$ cat src/lhp_ram.sv
// Generic simple dual-port RAM with one write port and a registered read port.
module lhp_ram #(
    parameter int WIDTH = 8,
    parameter int DEPTH = 16,
    localparam int AW = (DEPTH > 1) ? $clog2(DEPTH) : 1
) (
    input  logic             i_clk,
    input  logic             i_we,
    input  logic [AW-1:0]    i_waddr,
    input  logic [WIDTH-1:0] i_wdata,
    input  logic [AW-1:0]    i_raddr,
    output logic [WIDTH-1:0] o_rdata
);

    logic [WIDTH-1:0] r_mem [DEPTH];
    logic [WIDTH-1:0] r_rdata;

    always_ff @(posedge i_clk) begin
        if (i_we) begin
            r_mem[i_waddr] <= i_wdata;
        end
        r_rdata <= r_mem[i_raddr];
    end

    assign o_rdata = r_rdata;

endmodule

$ cat config.mk
export PLATFORM = sky130hd
export DESIGN_NAME = lhp_ram
export DESIGN_NICKNAME = d
export VERILOG_FILES = /design/src/lhp_ram.sv
export SDC_FILE = /design/constraint.sdc
export NUM_CORES = 1
export LEC_CHECK = 0
export ABC_AREA = 1
export BUFFER_PORTS_ARGS = -buffer_cell sky130_fd_sc_hd__buf_2
export CORE_MARGIN = 3
export CORE_UTILIZATION = 50
export CTS_CLUSTER_DIAMETER = 30
export DETAILED_ROUTE_END_ITERATION = 7
export HOLD_SLACK_MARGIN = 0.15
export PLACE_DENSITY = 0.76
export SLEW_MARGIN = 20
export SYNTH_ARGS = -nofsm -noshare
export SYNTH_HDL_FRONTEND = slang
export SYNTH_SLANG_ARGS = --single-unit
$ cat constraint.sdc
create_clock -name i_clk -period 2.7 [get_ports i_clk]
set_input_delay 0.54 -clock i_clk [delete_from_list [all_inputs] [get_ports i_clk]]
set_output_delay 0.54 -clock i_clk [all_outputs]
set_load 0.005 [all_outputs]
==> impl_results.md <==
- WHS Path Cells: 3
- Syn_nets: 569
- Clk root buf: clkbuf_16
- Crit path launch type: input pin
- RSZ-0062 raised after global routing: no
- Via Count: 3874
- Post-synth ARST share: 0
- Mapped Avg Cell Area: 10.5 um2
- Final period util: 0.565
- Drt drc: 0
- Cell taking the most area after synthesis: edfxtp_1
- Clk pwr share: 0.481
- Worst skew pair latency: 0.42 ns
- Comb power frac: 0.054
- Worst Skew: 0.00783 ns
- Final antenna-violating net count: 0
- Drt wl/cell: 17.7 um
- Share of cells above drive strength 1: 0.106
- NetSw: 1.08 mW
- Starting Density: 0.523
- Die Area: 0.0129 mm2
- Placed cell area: 0.00594 mm2
- Worst path slowest cell: nor2_1
- Worst-margin pin slew: 0.853 ns
- CTS tree: yes
- Final hold vios: 0
- Critical-path cell list: buf_2, inv_1, nand2_1, nor2_1
- Crit. End Element: flop
- Worst path arrival time: 1.56 ns
- Power density over the cells: 776 mW/mm2
- Die height: 113 um
- Max IR drop VDD: 0.000528 V
- Number of synthesized flops with an enable pin: 128
- CP bufs+invs: 2
- RR Startpoint: r_mem[6][6]
- Drt total wl: 12.9 mm
- Worst Path Class, Setup: input pin to flop
- Critical Path Fanout Max: 8
- Synth top area share: 0.667
- Hold Path Sink: o_rdata[2]
- Flops & latches, synth: 136
- Max cap viols: 0
- Number of global-route vias before repair: 3729
- GP Congestion: 0.857
- Hold_buf cts: 0
- Main synth FF type: edfxtp_1
- Total CTS buffers: 17
- Crit Reg-Reg Endpoint: o_rdata[6]
- Post-layout net count: 592
- Final setup fails: 0
- CORE AREA: 0.0110 mm2
- Post-synth top cells: nand2_1 (173), edfxtp_1 (128), inv_1 (100), nand3_1 (97), nor2_1 (17)
- H-tree levels: 4
- Setup bufs post-CTS: 0
- Post-Layout Cell Count: 727
- Area delta synth->final: 14.2%
- Clock buffer depth: 2
- FP Rows: 38
- Worst Hold Launch: i_raddr[3]
- IO Port Bufs: 25
- Die X: 113 um
- Critical path's top delay family: simple AND/OR/NAND/NOR gates
- Hpwl dp: 7.76 mm
- Dpl cells: 695
- Reg2reg path depth: 6
- Most common cell in the netlist: nand2_1
- First-pass DRT Iterations: 6
- Mapped cell area: 0.00577 mm2
- Post-synthesis cell type count: 12
- Maximum clock rate: 655 MHz
- Setup Total Neg Slack: 0 ns
- Vias per std cell: 5.33
- First-pass GRT wire length: 20.0 mm
- N_diodes: 0
- Initial detailed-routing violation count: 379
- WHS: 0.487 ns
- Sw frac: 0.211
- Largest stage delay, worst path: 0.70 ns
- HP Class: input pin to flop
- R2R Setup Slk: 1.63 ns
- P_leak: 2.85 nW
- Max Slew Vio Count: 0
- CTS sink cnt: 136
- Largest net degree at the start of global routing: 65
- Initial antenna violation count: 0
- Area contributors post-synth: edfxtp_1 (67%), nand2_1 (11%), nand3_1 (8.4%)
- Required time of the critical path: 2.74 ns
- Synth Instances: 551
- Sequential power share: 0.465
- Crit path time final: 1.53 ns
- Clk pin slew, worst setup/hold paths: 0.06 ns
- Io pins: 26
- Fin area: 0.00658 mm2
- Internal power: 4.03 mW
- Post-CTS Resized: 0
- Synth warn: 0
- Gr usage total: 0.211
- Relative slew slack: 0.429
- Seq/Total Area, Yosys: 0.694
- Total grt overflow: 0
- Status: finished, final reports clean
==> power groups by stage <==
stage	clock network, mW	logic (mW)	registers (mW)
floorplan	0	0.167	2.42
global placement	0	0.266	2.42
detailed placement	0	0.271	2.42
CTS	2.47	0.274	2.38
global route	2.56	0.304	2.38
finish	2.46	0.275	2.38
==> state kept, by name (all words and copies together), names as in the netlist <==
| name | count |
|---|---|
| o_rdata | 8 |
| r_mem | 128 |
==> layer usage <==
layer  track usage  routed length [um]  vias up
li1              -                   -     1818
met1         0.273                5240     1852
met2         0.343                6360      176
met3        0.0446                 974       28
met4        0.0994                 305        0
met5             0                   0        -
==> tightest hold or removal path, stage by stage <==
cell and delay [ns]:
buf_2 0.17, nand3_1 0.10, nand2_1 0.04
==> final cells by class <==
class	count	area, um2
tap	140	175
clock buffer	23	542
sequential	136	4000
clock inverter	9	106
multi-input combinational	289	1210
inverter	102	383
fill	870	4450
timing repair buffer	28	160
==> through the flow <==
step                worst slack (ns)  total power [mW]  utilization
floorplan                       1.21              2.58            -
global placement               0.804              2.69        0.538
detailed placement             0.754              2.69        0.538
CTS                             1.19              5.13        0.597
global route                    1.08              5.25        0.597
finish                          1.17              5.11        0.597
==> cells by family (layout without fill, tap and decap cells) <==
logic type | Yosys count | after routing | synth area share
simple gates | 289 | 289 | 0.210
flops | 136 | 136 | 0.694
buf+inv | 126 | 162 | 0.0952
==> worst max path at each step <==
stage                    start           end  slack [ns]  cells past startpoint
finish              i_waddr[1]  r_mem[13][5]        1.17                      4
floorplan           i_waddr[2]  r_mem[10][0]        1.21                      2
CTS                 i_waddr[2]   r_mem[8][3]        1.19                      3
global route        i_waddr[2]  r_mem[10][3]        1.08                      3
detailed placement  i_waddr[2]   r_mem[8][7]        0.75                      3
global placement    i_waddr[1]  r_mem[13][7]        0.80                      4
==> cells in the final DEF (no fill, tap or decap), drive strengths merged <==
cell      Yosys  layout
nand3        97      97
buf          24      28
clkbuf        0      23
nand3b        2       2
inv         102     102
clkinv        0       4
nor2         17      17
clkinvlp      0       3
dfxtp         8       8
nand2       173     173
bufinv        0       2
edfxtp      128     128
No activity file was read; power rests on OpenSTA's default activity.
